`src/rtl/vtp_pkg.sv`:
```
// Shared types, constants and helper functions of the test pattern block.
package vtp_pkg;

  localparam int STAGES     = 5;
  localparam int DIM_W      = 13;
  localparam int BUF_W      = 27;
  localparam int CFG_DATA_W = 27;
  localparam int CFG_IDX_W  = 2;
  localparam int COORD_W    = 12;
  localparam int PHASE_W    = 6;
  localparam int PHASE_N    = 1 << PHASE_W;
  localparam int RGB_W      = 24;
  localparam int VPOS_W     = 17;   // scanline position, Q16 of the frame width
  localparam int SCAN_W     = 14;
  localparam int RECIP_K    = 17;   // reciprocal scale for constant division

  localparam logic [CFG_IDX_W-1:0] CFG_FRAME_WIDTH  = 2'd0;
  localparam logic [CFG_IDX_W-1:0] CFG_FRAME_HEIGHT = 2'd1;
  localparam logic [CFG_IDX_W-1:0] CFG_BUFFER_BYTES = 2'd2;
  localparam logic [CFG_IDX_W-1:0] CFG_FORMAT_RGB32 = 2'd3;

  localparam logic [DIM_W-1:0] RST_FRAME_WIDTH  = 13'd640;
  localparam logic [DIM_W-1:0] RST_FRAME_HEIGHT = 13'd480;
  localparam logic [BUF_W-1:0] RST_BUFFER_BYTES = 27'd1228800;

  localparam logic [DIM_W-1:0] BORDER_PX = 13'd12;
  localparam logic [SCAN_W:0]  SCAN_HALF = 15'd3;

  localparam logic [RGB_W-1:0] RGB_CYAN   = 24'h22D3EE;
  localparam logic [RGB_W-1:0] RGB_CHECK  = 24'h1E293B;
  localparam logic [RGB_W-1:0] RGB_DARK   = 24'h0F172A;
  localparam logic [RGB_W-1:0] RGB_RED    = 24'hEF4444;
  localparam logic [RGB_W-1:0] RGB_SLATE  = 24'h334155;
  localparam logic [RGB_W-1:0] RGB_BLACK  = 24'h000000;

  typedef struct packed {
    logic [COORD_W-1:0] pixel_x;
    logic [COORD_W-1:0] pixel_y;
    logic [PHASE_W-1:0] frame_phase;
    logic               camera_on;
  } pixel_req_t;

  typedef struct packed {
    logic [RGB_W-1:0] pixel_rgb;
    logic             status;
  } pixel_rsp_t;

  typedef struct packed {
    logic [STAGES-1:0] en;
    logic [STAGES-1:0] vld;
  } pipe_ctrl_t;

  typedef struct packed {
    logic [DIM_W-1:0] w;
    logic [DIM_W-1:0] h;
    logic             format;
    logic [DIM_W-1:0] bar_h;
    logic [DIM_W-1:0] h_third;
    logic [DIM_W-1:0] h_two_third;
    logic             too_small;
  } cfg_derived_t;

  // Scanline position for a Q16 angle: polynomial sine, offset to 0..65536.
  // Evaluated at elaboration only.
  function automatic logic [VPOS_W-1:0] sine_v(input logic [31:0] a);
    logic [63:0] q;
    logic [63:0] r;
    logic [63:0] u;
    logic [63:0] u2;
    logic [63:0] t;
    logic [63:0] s;
    logic [63:0] v;
    q = (64'(a) >> 14) & 64'd3;
    r = 64'(a) & 64'h3FFF;
    if (q[0]) r = 64'd16384 - r;
    u  = r << 1;
    u2 = (u * u) >> 15;
    t  = 64'd21167 - ((u2 * 64'd2611) >> 15);
    t  = 64'd51472 - ((u2 * t) >> 15);
    s  = (u * t) >> 15;
    if (s > 64'd32768) s = 64'd32768;
    v  = (q >= 64'd2) ? (64'd32768 - s) : (64'd32768 + s);
    return v[VPOS_W-1:0];
  endfunction

  // One correction step after a reciprocal estimate that may be one low.
  function automatic logic [15:0] fix_quot(input logic [15:0] n, input logic [15:0] q0,
                                           input logic [4:0] d);
    logic [20:0] prod;
    logic [20:0] rem;
    prod = 21'(q0) * 21'(d);
    rem  = 21'(n) - prod;
    return (rem >= 21'(d)) ? 16'(q0 + 16'd1) : q0;
  endfunction

  // 75% bar colors, repeating every seven bars.
  function automatic logic [RGB_W-1:0] bar_color(input logic [3:0] idx);
    logic [RGB_W-1:0] c;
    unique case (idx)
      4'd0, 4'd7, 4'd14: c = 24'hC0C0C0;
      4'd1, 4'd8, 4'd15: c = 24'hC0C000;
      4'd2, 4'd9:        c = 24'h00C0C0;
      4'd3, 4'd10:       c = 24'h00C000;
      4'd4, 4'd11:       c = 24'hC000C0;
      4'd5, 4'd12:       c = 24'hC00000;
      4'd6, 4'd13:       c = 24'h0000C0;
    endcase
    return c;
  endfunction

endpackage

```
`src/rtl/video_test_pattern_pixel.sv`:
```
// Top level of the test pattern pixel source: color bars and standby card.
//
// One request carries a pixel position, a frame phase and a camera-on flag;
// one response carries the 0xRRGGBB color and a status bit. The block takes
// one request per clock as long as out_ready stays high; under output
// stalls the request rate follows the response rate. A request passes
// through the five register stages of the datapath: scanline position
// lookup (loaded at the accepting edge), scanline multiply with frame,
// border and horizontal banner tests, scanline distance, vertical tests,
// bar select and output register, whose valid bit is out_valid. Each
// stage holds its item while the stage after it is full and cannot move
// on, so a stall on the output side fills bubbles before in_ready drops.
// Configuration writes take effect on the next request; the derived
// geometry (clamped size, bar height, bar width and edges, banner box,
// buffer size check) is recomputed from the registers in a four-level
// chain whose levels line up with the datapath stages that use them. Bar
// width and the 7/10, 1/3 and 2/3 height fractions use reciprocal multiply
// with one correction step, so no divider sits in the design. Writes are
// expected only while no request is in flight. The block holds no memory
// and needs no clearing pass after reset.
module video_test_pattern_pixel #(
  parameter int MAX_DIM     = 4096,
  parameter int BAR_COUNT   = 7,
  parameter int PHASE_STEPS = 60
) (
  input  logic                            clk,
  input  logic                            rst_n,
  // pixel requests
  input  logic                            in_valid,
  output logic                            in_ready,
  input  vtp_pkg::pixel_req_t             in_data,
  // pixel responses
  output logic                            out_valid,
  input  logic                            out_ready,
  output vtp_pkg::pixel_rsp_t             out_data,
  // register writes
  input  logic                            cfg_we,
  input  logic [vtp_pkg::CFG_IDX_W-1:0]   cfg_index,
  input  logic [vtp_pkg::CFG_DATA_W-1:0]  cfg_data
);

  // bar edges: one threshold per boundary between bars
  localparam int THR_N = (BAR_COUNT > 1) ? BAR_COUNT - 1 : 1;
  localparam int THR_W = vtp_pkg::DIM_W + ((BAR_COUNT > 1) ? $clog2(BAR_COUNT) : 1);

  vtp_pkg::pipe_ctrl_t   ctl;
  vtp_pkg::cfg_derived_t dcfg;
  logic [THR_W-1:0]      thr [THR_N];

  // registers and derived geometry
  vtp_cfg #(
    .MAX_DIM   (MAX_DIM),
    .BAR_COUNT (BAR_COUNT),
    .THR_N     (THR_N),
    .THR_W     (THR_W)
  ) u_cfg (
    .clk       (clk),
    .rst_n     (rst_n),
    .cfg_we    (cfg_we),
    .cfg_index (cfg_index),
    .cfg_data  (cfg_data),
    .dcfg      (dcfg),
    .thr       (thr)
  );

  // valid bits and stage enables
  vtp_ctrl u_ctrl (
    .clk       (clk),
    .rst_n     (rst_n),
    .in_valid  (in_valid),
    .out_ready (out_ready),
    .in_ready  (in_ready),
    .ctl       (ctl)
  );

  // pixel datapath
  vtp_datapath #(
    .PHASE_STEPS (PHASE_STEPS),
    .BAR_COUNT   (BAR_COUNT),
    .THR_N       (THR_N),
    .THR_W       (THR_W)
  ) u_dp (
    .clk      (clk),
    .ctl      (ctl),
    .in_data  (in_data),
    .dcfg     (dcfg),
    .thr      (thr),
    .out_data (out_data)
  );

  assign out_valid = ctl.vld[vtp_pkg::STAGES-1];

endmodule

```
`src/rtl/vtp_cfg.sv`:
```
// Configuration registers and the derived frame geometry chain.
module vtp_cfg #(
  parameter int MAX_DIM   = 4096,
  parameter int BAR_COUNT = 7,
  parameter int THR_N     = 6,
  parameter int THR_W     = 16
) (
  input  logic                                clk,
  input  logic                                rst_n,
  input  logic                                cfg_we,
  input  logic [vtp_pkg::CFG_IDX_W-1:0]       cfg_index,
  input  logic [vtp_pkg::CFG_DATA_W-1:0]      cfg_data,
  output vtp_pkg::cfg_derived_t               dcfg,
  output logic [THR_W-1:0]                    thr [THR_N]
);

  localparam int DW = vtp_pkg::DIM_W;
  localparam int K  = vtp_pkg::RECIP_K;
  localparam logic [17:0] R_BAR = 18'((2 ** K) / BAR_COUNT);
  localparam logic [17:0] R_10  = 18'((2 ** K) / 10);
  localparam logic [17:0] R_3   = 18'((2 ** K) / 3);

  // registers
  logic [DW-1:0]               width_r, width_nxt;
  logic [DW-1:0]               height_r, height_nxt;
  logic [vtp_pkg::BUF_W-1:0]   buffer_r, buffer_nxt;
  logic                        format_r, format_nxt;

  // level 1: clamped dimensions
  logic [DW-1:0] w1_r, w1_nxt, h1_r, h1_nxt;
  // level 2: area and quotient estimates
  logic [2*DW-1:0] area2_r, area2_nxt;
  logic [15:0]     bh_q0_r, bh_q0_nxt, bw_q0_r, bw_q0_nxt;
  logic [15:0]     h3_q0_r, h3_q0_nxt, h23_q0_r, h23_q0_nxt;
  // level 3: exact quotients and size check
  logic [DW-1:0]   bar_h3_r, bar_h3_nxt, bw3_r, bw3_nxt;
  logic [DW-1:0]   h3_3_r, h3_3_nxt, h23_3_r, h23_3_nxt;
  logic            small3_r, small3_nxt;
  // level 4: bar edges
  logic [THR_W-1:0] thr_r [THR_N];
  logic [THR_W-1:0] thr_nxt [THR_N];

  logic [15:0] n_bh, n_bw, n_h3, n_h23;
  logic [33:0] p_bh, p_bw, p_h3, p_h23;

  always_comb begin
    width_nxt  = width_r;
    height_nxt = height_r;
    buffer_nxt = buffer_r;
    format_nxt = format_r;
    if (cfg_we) begin
      unique case (cfg_index)
        vtp_pkg::CFG_FRAME_WIDTH:  width_nxt  = cfg_data[DW-1:0];
        vtp_pkg::CFG_FRAME_HEIGHT: height_nxt = cfg_data[DW-1:0];
        vtp_pkg::CFG_BUFFER_BYTES: buffer_nxt = cfg_data[vtp_pkg::BUF_W-1:0];
        vtp_pkg::CFG_FORMAT_RGB32: format_nxt = cfg_data[0];
      endcase
    end
  end

  always_ff @(posedge clk) begin
    if (!rst_n) begin
      width_r  <= vtp_pkg::RST_FRAME_WIDTH;
      height_r <= vtp_pkg::RST_FRAME_HEIGHT;
      buffer_r <= vtp_pkg::RST_BUFFER_BYTES;
      format_r <= 1'b1;
    end else begin
      width_r  <= width_nxt;
      height_r <= height_nxt;
      buffer_r <= buffer_nxt;
      format_r <= format_nxt;
    end
  end

  always_comb begin
    w1_nxt = (17'(width_r) > 17'(MAX_DIM)) ? DW'(MAX_DIM) : width_r;
    h1_nxt = (17'(height_r) > 17'(MAX_DIM)) ? DW'(MAX_DIM) : height_r;

    n_bh  = 16'(h1_r) * 16'd7;
    n_bw  = 16'(w1_r);
    n_h3  = 16'(h1_r);
    n_h23 = 16'(h1_r) << 1;
    p_bh  = 34'(n_bh) * 34'(R_10);
    p_bw  = 34'(n_bw) * 34'(R_BAR);
    p_h3  = 34'(n_h3) * 34'(R_3);
    p_h23 = 34'(n_h23) * 34'(R_3);
    area2_nxt  = (2*DW)'(w1_r) * (2*DW)'(h1_r);
    bh_q0_nxt  = p_bh[K+15:K];
    bw_q0_nxt  = p_bw[K+15:K];
    h3_q0_nxt  = p_h3[K+15:K];
    h23_q0_nxt = p_h23[K+15:K];

    bar_h3_nxt = DW'(vtp_pkg::fix_quot(n_bh, bh_q0_r, 5'd10));
    bw3_nxt    = DW'(vtp_pkg::fix_quot(n_bw, bw_q0_r, 5'(BAR_COUNT)));
    h3_3_nxt   = DW'(vtp_pkg::fix_quot(n_h3, h3_q0_r, 5'd3));
    h23_3_nxt  = DW'(vtp_pkg::fix_quot(n_h23, h23_q0_r, 5'd3));
    small3_nxt = {1'b0, buffer_r} < {area2_r, 2'b00};

    for (int k = 0; k < THR_N; k++) begin
      thr_nxt[k] = (BAR_COUNT > 1) ? THR_W'(THR_W'(bw3_r) * THR_W'(k + 1)) : '0;
    end
  end

  // derived values recompute every cycle; a write passes through levels 1 to 4 in turn
  always_ff @(posedge clk) begin
    w1_r     <= w1_nxt;
    h1_r     <= h1_nxt;
    area2_r  <= area2_nxt;
    bh_q0_r  <= bh_q0_nxt;
    bw_q0_r  <= bw_q0_nxt;
    h3_q0_r  <= h3_q0_nxt;
    h23_q0_r <= h23_q0_nxt;
    bar_h3_r <= bar_h3_nxt;
    bw3_r    <= bw3_nxt;
    h3_3_r   <= h3_3_nxt;
    h23_3_r  <= h23_3_nxt;
    small3_r <= small3_nxt;
    thr_r    <= thr_nxt;
  end

  assign dcfg.w           = w1_r;
  assign dcfg.h           = h1_r;
  assign dcfg.format      = format_r;
  assign dcfg.bar_h       = bar_h3_r;
  assign dcfg.h_third     = h3_3_r;
  assign dcfg.h_two_third = h23_3_r;
  assign dcfg.too_small   = small3_r;
  assign thr              = thr_r;

endmodule

```
`src/rtl/vtp_ctrl.sv`:
```
// Valid tracking and per-stage advance enables for the pixel pipeline.
module vtp_ctrl (
  input  logic                clk,
  input  logic                rst_n,
  input  logic                in_valid,
  input  logic                out_ready,
  output logic                in_ready,
  output vtp_pkg::pipe_ctrl_t ctl
);

  localparam int S = vtp_pkg::STAGES;

  logic [S-1:0] vld_r, vld_nxt;
  logic [S-1:0] en;

  // a stage may load when it is empty or its content moves on
  always_comb begin
    en[S-1] = !vld_r[S-1] || out_ready;
    for (int i = S - 2; i >= 0; i--) begin
      en[i] = !vld_r[i] || en[i+1];
    end
  end

  assign in_ready = en[0] && rst_n;

  always_comb begin
    vld_nxt[0] = en[0] ? (in_valid && in_ready) : vld_r[0];
    for (int i = 1; i < S; i++) begin
      vld_nxt[i] = en[i] ? vld_r[i-1] : vld_r[i];
    end
  end

  always_ff @(posedge clk) begin
    if (!rst_n) begin
      vld_r <= '0;
    end else begin
      vld_r <= vld_nxt;
    end
  end

  assign ctl.en  = en;
  assign ctl.vld = vld_r;

endmodule

```
`src/rtl/vtp_datapath.sv`:
```
// Five-stage pixel datapath: scanline position, region tests, color select.
module vtp_datapath #(
  parameter int PHASE_STEPS = 60,
  parameter int BAR_COUNT   = 7,
  parameter int THR_N       = 6,
  parameter int THR_W       = 16
) (
  input  logic                  clk,
  input  vtp_pkg::pipe_ctrl_t   ctl,
  input  vtp_pkg::pixel_req_t   in_data,
  input  vtp_pkg::cfg_derived_t dcfg,
  input  logic [THR_W-1:0]      thr [THR_N],
  output vtp_pkg::pixel_rsp_t   out_data
);

  localparam int DW   = vtp_pkg::DIM_W;
  localparam int CW   = vtp_pkg::COORD_W;
  localparam int VW   = vtp_pkg::VPOS_W;
  localparam int SW   = vtp_pkg::SCAN_W;
  localparam int IDXW = (BAR_COUNT > 1) ? $clog2(BAR_COUNT) : 1;

  // scanline position per phase code, phase reduced at elaboration
  logic [VW-1:0] vpos [vtp_pkg::PHASE_N];
  for (genvar gi = 0; gi < vtp_pkg::PHASE_N; gi++) begin : g_vpos
    localparam int unsigned PIDX = gi % PHASE_STEPS;
    localparam int unsigned ANG  = (PIDX * 65536) / PHASE_STEPS;
    assign vpos[gi] = vtp_pkg::sine_v(32'(ANG));
  end

  // stage 1
  logic [CW-1:0] s1_x_r, s1_y_r;
  logic          s1_cam_r;
  logic [VW-1:0] s1_v_r;
  // stage 2
  logic [CW-1:0] s2_x_r, s2_y_r;
  logic          s2_cam_r, s2_inside_r, s2_border_r, s2_bnx_r, s2_chk_r;
  logic [SW-1:0] s2_scan_r;
  logic [SW-1:0] s2_scan_nxt;
  logic          s2_inside_nxt, s2_border_nxt, s2_bnx_nxt;
  logic [2*SW+1:0] scan_prod;
  logic [DW-1:0]   x13, y13;
  // stage 3
  logic [CW-1:0] s3_x_r, s3_y_r;
  logic          s3_cam_r, s3_on_r, s3_inside_r, s3_border_r, s3_bnx_r, s3_chk_r;
  logic          s3_on_nxt;
  logic [SW:0]   xa, sa;
  // stage 4
  logic [CW-1:0] s4_x_r;
  logic          s4_cam_r, s4_on_r, s4_inside_r, s4_border_r, s4_bn_r, s4_chk_r, s4_top_r;
  logic          s4_bn_nxt, s4_top_nxt;
  logic [DW-1:0] y3;
  // stage 5 (output)
  vtp_pkg::pixel_rsp_t out_r, out_nxt;
  logic [THR_N-1:0]          ge;
  logic [IDXW-1:0]           idx;
  logic [vtp_pkg::RGB_W-1:0] bars_rgb, standby_rgb;

  always_ff @(posedge clk) begin
    if (ctl.en[0]) begin
      s1_x_r   <= in_data.pixel_x;
      s1_y_r   <= in_data.pixel_y;
      s1_cam_r <= in_data.camera_on;
      s1_v_r   <= vpos[in_data.frame_phase];
    end
  end

  // scan column, frame, border and banner column tests on the clamped size
  always_comb begin
    x13           = DW'(s1_x_r);
    y13           = DW'(s1_y_r);
    scan_prod     = (2*SW+2)'(s1_v_r) * (2*SW+2)'(dcfg.w);
    s2_scan_nxt   = scan_prod[2*SW+1:16];
    s2_inside_nxt = (x13 < dcfg.w) && (y13 < dcfg.h);
    s2_border_nxt = (x13 < vtp_pkg::BORDER_PX) || (x13 + vtp_pkg::BORDER_PX >= dcfg.w) ||
                    (y13 < vtp_pkg::BORDER_PX) || (y13 + vtp_pkg::BORDER_PX >= dcfg.h);
    s2_bnx_nxt    = (x13 > (dcfg.w >> 2)) &&
                    (x13 < DW'(((DW+2)'(dcfg.w) * (DW+2)'(3)) >> 2));
  end

  always_ff @(posedge clk) begin
    if (ctl.en[1]) begin
      s2_x_r      <= s1_x_r;
      s2_y_r      <= s1_y_r;
      s2_cam_r    <= s1_cam_r;
      s2_scan_r   <= s2_scan_nxt;
      s2_inside_r <= s2_inside_nxt;
      s2_border_r <= s2_border_nxt;
      s2_bnx_r    <= s2_bnx_nxt;
      s2_chk_r    <= s1_x_r[5] ^ s1_y_r[5];
    end
  end

  // on the scanline when the signed distance is within three pixels
  always_comb begin
    xa        = (SW+1)'(s2_x_r) + vtp_pkg::SCAN_HALF;
    sa        = (SW+1)'(s2_scan_r) + vtp_pkg::SCAN_HALF;
    s3_on_nxt = (xa >= (SW+1)'(s2_scan_r)) && ((SW+1)'(s2_x_r) <= sa);
  end

  always_ff @(posedge clk) begin
    if (ctl.en[2]) begin
      s3_x_r      <= s2_x_r;
      s3_y_r      <= s2_y_r;
      s3_cam_r    <= s2_cam_r;
      s3_on_r     <= s3_on_nxt;
      s3_inside_r <= s2_inside_r;
      s3_border_r <= s2_border_r;
      s3_bnx_r    <= s2_bnx_r;
      s3_chk_r    <= s2_chk_r;
    end
  end

  always_comb begin
    y3         = DW'(s3_y_r);
    s4_top_nxt = y3 < dcfg.bar_h;
    s4_bn_nxt  = s3_bnx_r && (y3 > dcfg.h_third) && (y3 < dcfg.h_two_third);
  end

  always_ff @(posedge clk) begin
    if (ctl.en[3]) begin
      s4_x_r      <= s3_x_r;
      s4_cam_r    <= s3_cam_r;
      s4_on_r     <= s3_on_r;
      s4_inside_r <= s3_inside_r;
      s4_border_r <= s3_border_r;
      s4_bn_r     <= s4_bn_nxt;
      s4_chk_r    <= s3_chk_r;
      s4_top_r    <= s4_top_nxt;
    end
  end

  // bar index = number of bar edges at or left of x; saturates by construction
  always_comb begin
    for (int k = 0; k < THR_N; k++) begin
      ge[k] = (BAR_COUNT > 1) && (THR_W'(s4_x_r) >= thr[k]);
    end
    idx = IDXW'($countones(ge));

    if (s4_top_r)      bars_rgb = vtp_pkg::bar_color(4'(idx));
    else if (s4_on_r)  bars_rgb = vtp_pkg::RGB_CYAN;
    else if (!s4_chk_r) bars_rgb = vtp_pkg::RGB_CHECK;
    else               bars_rgb = vtp_pkg::RGB_DARK;

    if (s4_border_r)   standby_rgb = vtp_pkg::RGB_RED;
    else if (s4_bn_r)  standby_rgb = vtp_pkg::RGB_SLATE;
    else               standby_rgb = vtp_pkg::RGB_DARK;

    out_nxt.status    = dcfg.too_small;
    out_nxt.pixel_rgb = vtp_pkg::RGB_BLACK;
    if (!dcfg.too_small && dcfg.format && s4_inside_r) begin
      out_nxt.pixel_rgb = s4_cam_r ? bars_rgb : standby_rgb;
    end
  end

  always_ff @(posedge clk) begin
    if (ctl.en[4]) begin
      out_r <= out_nxt;
    end
  end

  assign out_data = out_r;

endmodule

```
`config.mk`:
```
export PLATFORM = sky130hd
export DESIGN_NAME = video_test_pattern_pixel
export DESIGN_NICKNAME = d
export VERILOG_FILES = /design/src/rtl/vtp_pkg.sv /design/src/rtl/video_test_pattern_pixel.sv /design/src/rtl/vtp_cfg.sv /design/src/rtl/vtp_ctrl.sv /design/src/rtl/vtp_datapath.sv
export SDC_FILE = /design/constraint.sdc
export NUM_CORES = 2
export LEC_CHECK = 0
export ABC_AREA = 1
export BUFFER_PORTS_ARGS = -buffer_cell sky130_fd_sc_hd__buf_2
export CORE_MARGIN = 3
export CORE_UTILIZATION = 55
export DETAILED_ROUTE_END_ITERATION = 6
export PLACE_DENSITY = 0.71
export SLEW_MARGIN = 20
export SYNTH_ARGS = -nofsm -noshare
export SYNTH_HDL_FRONTEND = slang
export SYNTH_SLANG_ARGS = --single-unit
```
`constraint.sdc`:
```
create_clock -name clk -period 13.5 [get_ports clk]
set_input_delay 0.675 -clock clk [delete_from_list [all_inputs] [get_ports clk]]
set_output_delay 0.675 -clock clk [all_outputs]
set_load 0.03 [all_outputs]
```
==> flow_metrics.env <==
export IMPL_avgSynthCellArea_um2=8.19
export IMPL_clkTransAtPathRegs_ns=0.06
export IMPL_rsz0062_at_grt="no"
export IMPL_cts_sinks=386
export IMPL_start_util_pct=56.1
export IMPL_synth_cells=5775
export IMPL_die_area_um2=89500
export IMPL_reg2reg_slack_ns=6.01
export IMPL_place_detailed_hpwl_um=90900
export IMPL_yosysWarnings=0
export IMPL_syn_cell_area_um2=47300
export IMPL_critPathMaxStageDelay_ns=0.54
export IMPL_synth_largest_area_cell="ha_1"
export IMPL_antenna_found_initial=1
export IMPL_fill_cells=7635
export IMPL_cts_resized=0
export IMPL_n_antenna_cell=0
export IMPL_fin_crit_sh_pct=55.5
export IMPL_drcViolationCount=0
export IMPL_dieWidth_um=299
export IMPL_post_cts_buffers=0
export IMPL_grt_overflow_total=0
export IMPL_ff_latch_area_um2=9230
export IMPL_fmax_mhz=133
export IMPL_worstPathMaxFanout=29
export IMPL_clock_latency_ns=0.62
export IMPL_grt_start_max_net_pins=54
export IMPL_run_status="completed"
export IMPL_drive_above_1_share_pct=4.78
export IMPL_drt_first_pass_iters=7
export IMPL_cts_buffer_depth=3
export IMPL_synth_seq_cells=386
export IMPL_finalMaxSlewViolations=0
export IMPL_worstPathArrival_ns=7.99
export IMPL_drt_wl_total_um=115000
export IMPL_place_congestion=0.942
export IMPL_synth_edf_count=150
export IMPL_wl_per_cell_um=16.4
export IMPL_required_ns=13.99
export IMPL_grt_first_pass_wirelength_um=190000
export IMPL_ys_seq_area_share_pct=19.5
export IMPL_cap_violations=0
export IMPL_cts_root_buffer="clkbuf_16"
export IMPL_synthFlopType="dfxtp_1"
export IMPL_areaGrowthSynthToFinish_pct=6.83
export IMPL_multi_input_area_um2=33100
export IMPL_fin_skew_ns=0.0674
export IMPL_core_um2=84400
export IMPL_cts_buffers_inserted=46
export IMPL_ant_nets=0
export IMPL_synth_cell_types=73
export IMPL_syn_nets=7070
export IMPL_port_buffer_count=91
export IMPL_ios=92
export IMPL_drtIter0Drc=2128
export IMPL_slowest_stage="fa_1"
export IMPL_grt_pass1_vias=37800
export IMPL_cp_end_kind="flop"
export IMPL_critPathKind="reg -> reg"
export IMPL_final_hold_viol_count=0
export IMPL_holdCritPathClass="in -> reg"
export IMPL_vias=37700
export IMPL_yosys_top_cells_area="ha_1 21%, fa_1 19%, dfxtp_1 10%"
export IMPL_vias_per_cell=5.39
export IMPL_num_rows=106
export IMPL_tns_ns=0
export IMPL_slew_headroom_pct=33.7
export IMPL_async_flop_share_pct=0
export IMPL_cts_tree="done"
export IMPL_finalSetupViolCount=0
export IMPL_worst_setup_path_start_kind="flop"
export IMPL_tightest_slew_ns=0.992
export IMPL_cts_hold_buf=0
export IMPL_die_y_um=299
export IMPL_grt_usage_pct=25.8
export IMPL_final_nets=7117
export IMPL_yosys_area_top_type_share_pct=21.0
export IMPL_fin_crit_ns=7.49
export IMPL_htreeDepth=2
[synth_stat cells (5+ instances only)]
cell / instances
buf_4: 9
a31oi_1: 17
o22ai_1: 5
nand3b_1: 12
fa_1: 437
nand2_4: 7
o21a_1: 14
inv_1: 1183
o21ai_1: 7
a221oi_1: 9
nor2_2: 9
nand2_2: 22
xor2_1: 190
o221ai_1: 5
a21boi_0: 5
o21ai_2: 6
o21bai_1: 28
o21ai_0: 213
edfxtp_1: 150
buf_2: 5
o211ai_1: 20
ha_1: 793
inv_2: 8
a211oi_1: 14
o31ai_1: 5
nand2_1: 1079
nand3_2: 10
xnor2_1: 75
a21o_1: 20
nor4_1: 22
buf_1: 5
nor2_1: 304
nand3_1: 192
a21oi_1: 391
nand4_1: 51
o2111ai_1: 6
nor3_1: 42
clkbuf_1: 105
dfxtp_1: 236
[per-layer routing]
layer	GRT usage (%)	up-vias	share of wire [%]
li1	-	18600	-
met1	35.5	17900	45
met2	43.2	1036	46
met3	3.11	225	6.1
met4	7.08	0	2.8
met5	0	-	0
[cells by family (layout without fill, tap and decap cells)]
group | Yosys count | in the layout | synth area share, %
compound gates | 803 | 803 | 9.66
xor+xnor | 265 | 265 | 4.91
fa+ha+maj | 1230 | 1230 | 39.5
buf+inv | 1320 | 1404 | 10.6
flops | 386 | 386 | 19.5
simple gates | 1771 | 1771 | 15.8
[final cells by class]
cell class | count | area share (%)
clock inverters | 20 | 0.572
well taps | 1134 | 2.81
repair buffers | 124 | 1.39
multi-input cells | 4069 | 65.5
flip-flops and latches | 386 | 18.3
inverters | 1195 | 8.88
clock buffers | 65 | 2.62
[path summary, 6_finish.rpt]
kind,start,to,depth (start not counted)
hold reg to reg,u_cfg.height_r[12]$_SDFFE_PN0P_,u_cfg.h1_r[12]$_SDFF_PN1_,0
setup / recovery,u_cfg.h1_r[0]$_SDFF_PN0_,u_cfg.bh_q0_r[12]$_DFF_P_,30
hold / removal,in_data[30],u_dp.s1_x_r[11]$_DFFE_PN_,1
setup reg to reg,u_cfg.h1_r[0]$_SDFF_PN0_,u_cfg.bh_q0_r[12]$_DFF_P_,30
[critical path: cells and delay by family, from the launching register on]
family,cells,cell delay [ns]
buf+inv,6,0.67
xor+xnor,1,0.16
compound gates,3,0.62
fa+ha+maj,9,3.76
flops,1,0.30
simple gates,11,1.84
[cells in the final DEF, fill, tap and decap left out, drive strengths merged, types with 3 or more instances in the layout]
| cell | Yosys | layout |
|---|---|---|
| clkinv | 4 | 15 |
| o2111ai | 6 | 6 |
| edfxtp | 150 | 150 |
| buf | 20 | 124 |
| a2111oi | 4 | 4 |
| nor4 | 22 | 22 |
| o211a | 3 | 3 |
| a221oi | 9 | 9 |
| a31oi | 17 | 17 |
| a21o | 20 | 20 |
| nor3 | 42 | 42 |
| nand4 | 53 | 53 |
| a21boi | 8 | 8 |
| dfxtp | 236 | 236 |
| clkbuf | 105 | 65 |
| nand2 | 1108 | 1108 |
| o221ai | 5 | 5 |
| a21oi | 395 | 395 |
| xor2 | 190 | 190 |
| fa | 437 | 437 |
| inv | 1191 | 1194 |
| o31ai | 5 | 5 |
| o311ai | 3 | 3 |
| o21bai | 28 | 28 |
| o21a | 14 | 14 |
| xnor2 | 75 | 75 |
| nor2 | 317 | 317 |
| nand3b | 12 | 12 |
| nand3 | 203 | 203 |
| a32oi | 4 | 4 |
| a211oi | 14 | 14 |
| bufinv | 0 | 5 |
| o22ai | 5 | 5 |
| or3 | 3 | 3 |
| o211ai | 20 | 20 |
| ha | 793 | 793 |
| o21ai | 226 | 226 |
[state kept, by name (all words and copies together), names as in the netlist, 13 cells and up]
| signal | flops |
|---|---|
| u_cfg.h3_3_r | 13 |
| u_cfg.buffer_r | 25 |
| u_cfg.bh_q0_r | 13 |
| u_cfg.bar_h3_r | 13 |
| u_cfg.width_r | 13 |
| u_cfg.h1_r | 13 |
| u_cfg.thr | 38 |
| u_dp.s2_scan_r | 14 |
| u_cfg.h23_3_r | 13 |
| u_cfg.height_r | 13 |
| u_dp.s1_v_r | 17 |
| u_cfg.w1_r | 13 |
| u_cfg.area2_r | 26 |
| u_dp.out_data | 16 |
[per-stage QoR]
stage / util, % / instance area (um2) / hold slack (ns) / cells / setup slack (ns)
final: 59.9 / 50500 / 0.224 / 6993 / 6.01
after global routing: 59.9 / 50500 / 0.199 / 6993 / 5.48
after CTS: 59.9 / 50500 / 0.191 / 6993 / 5.97
after detailed placement: 58.0 / 48900 / 0.337 / 6908 / 6.03
after global placement: 58.0 / 48900 / 0.333 / 6908 / 6.22
after floorplan: - / 47300 / 0.359 / 5775 / 6.79
Power is left out: the tool's default activity adds up to more than one toggle a clock period on the data nets, which glitch-free logic cannot reach.
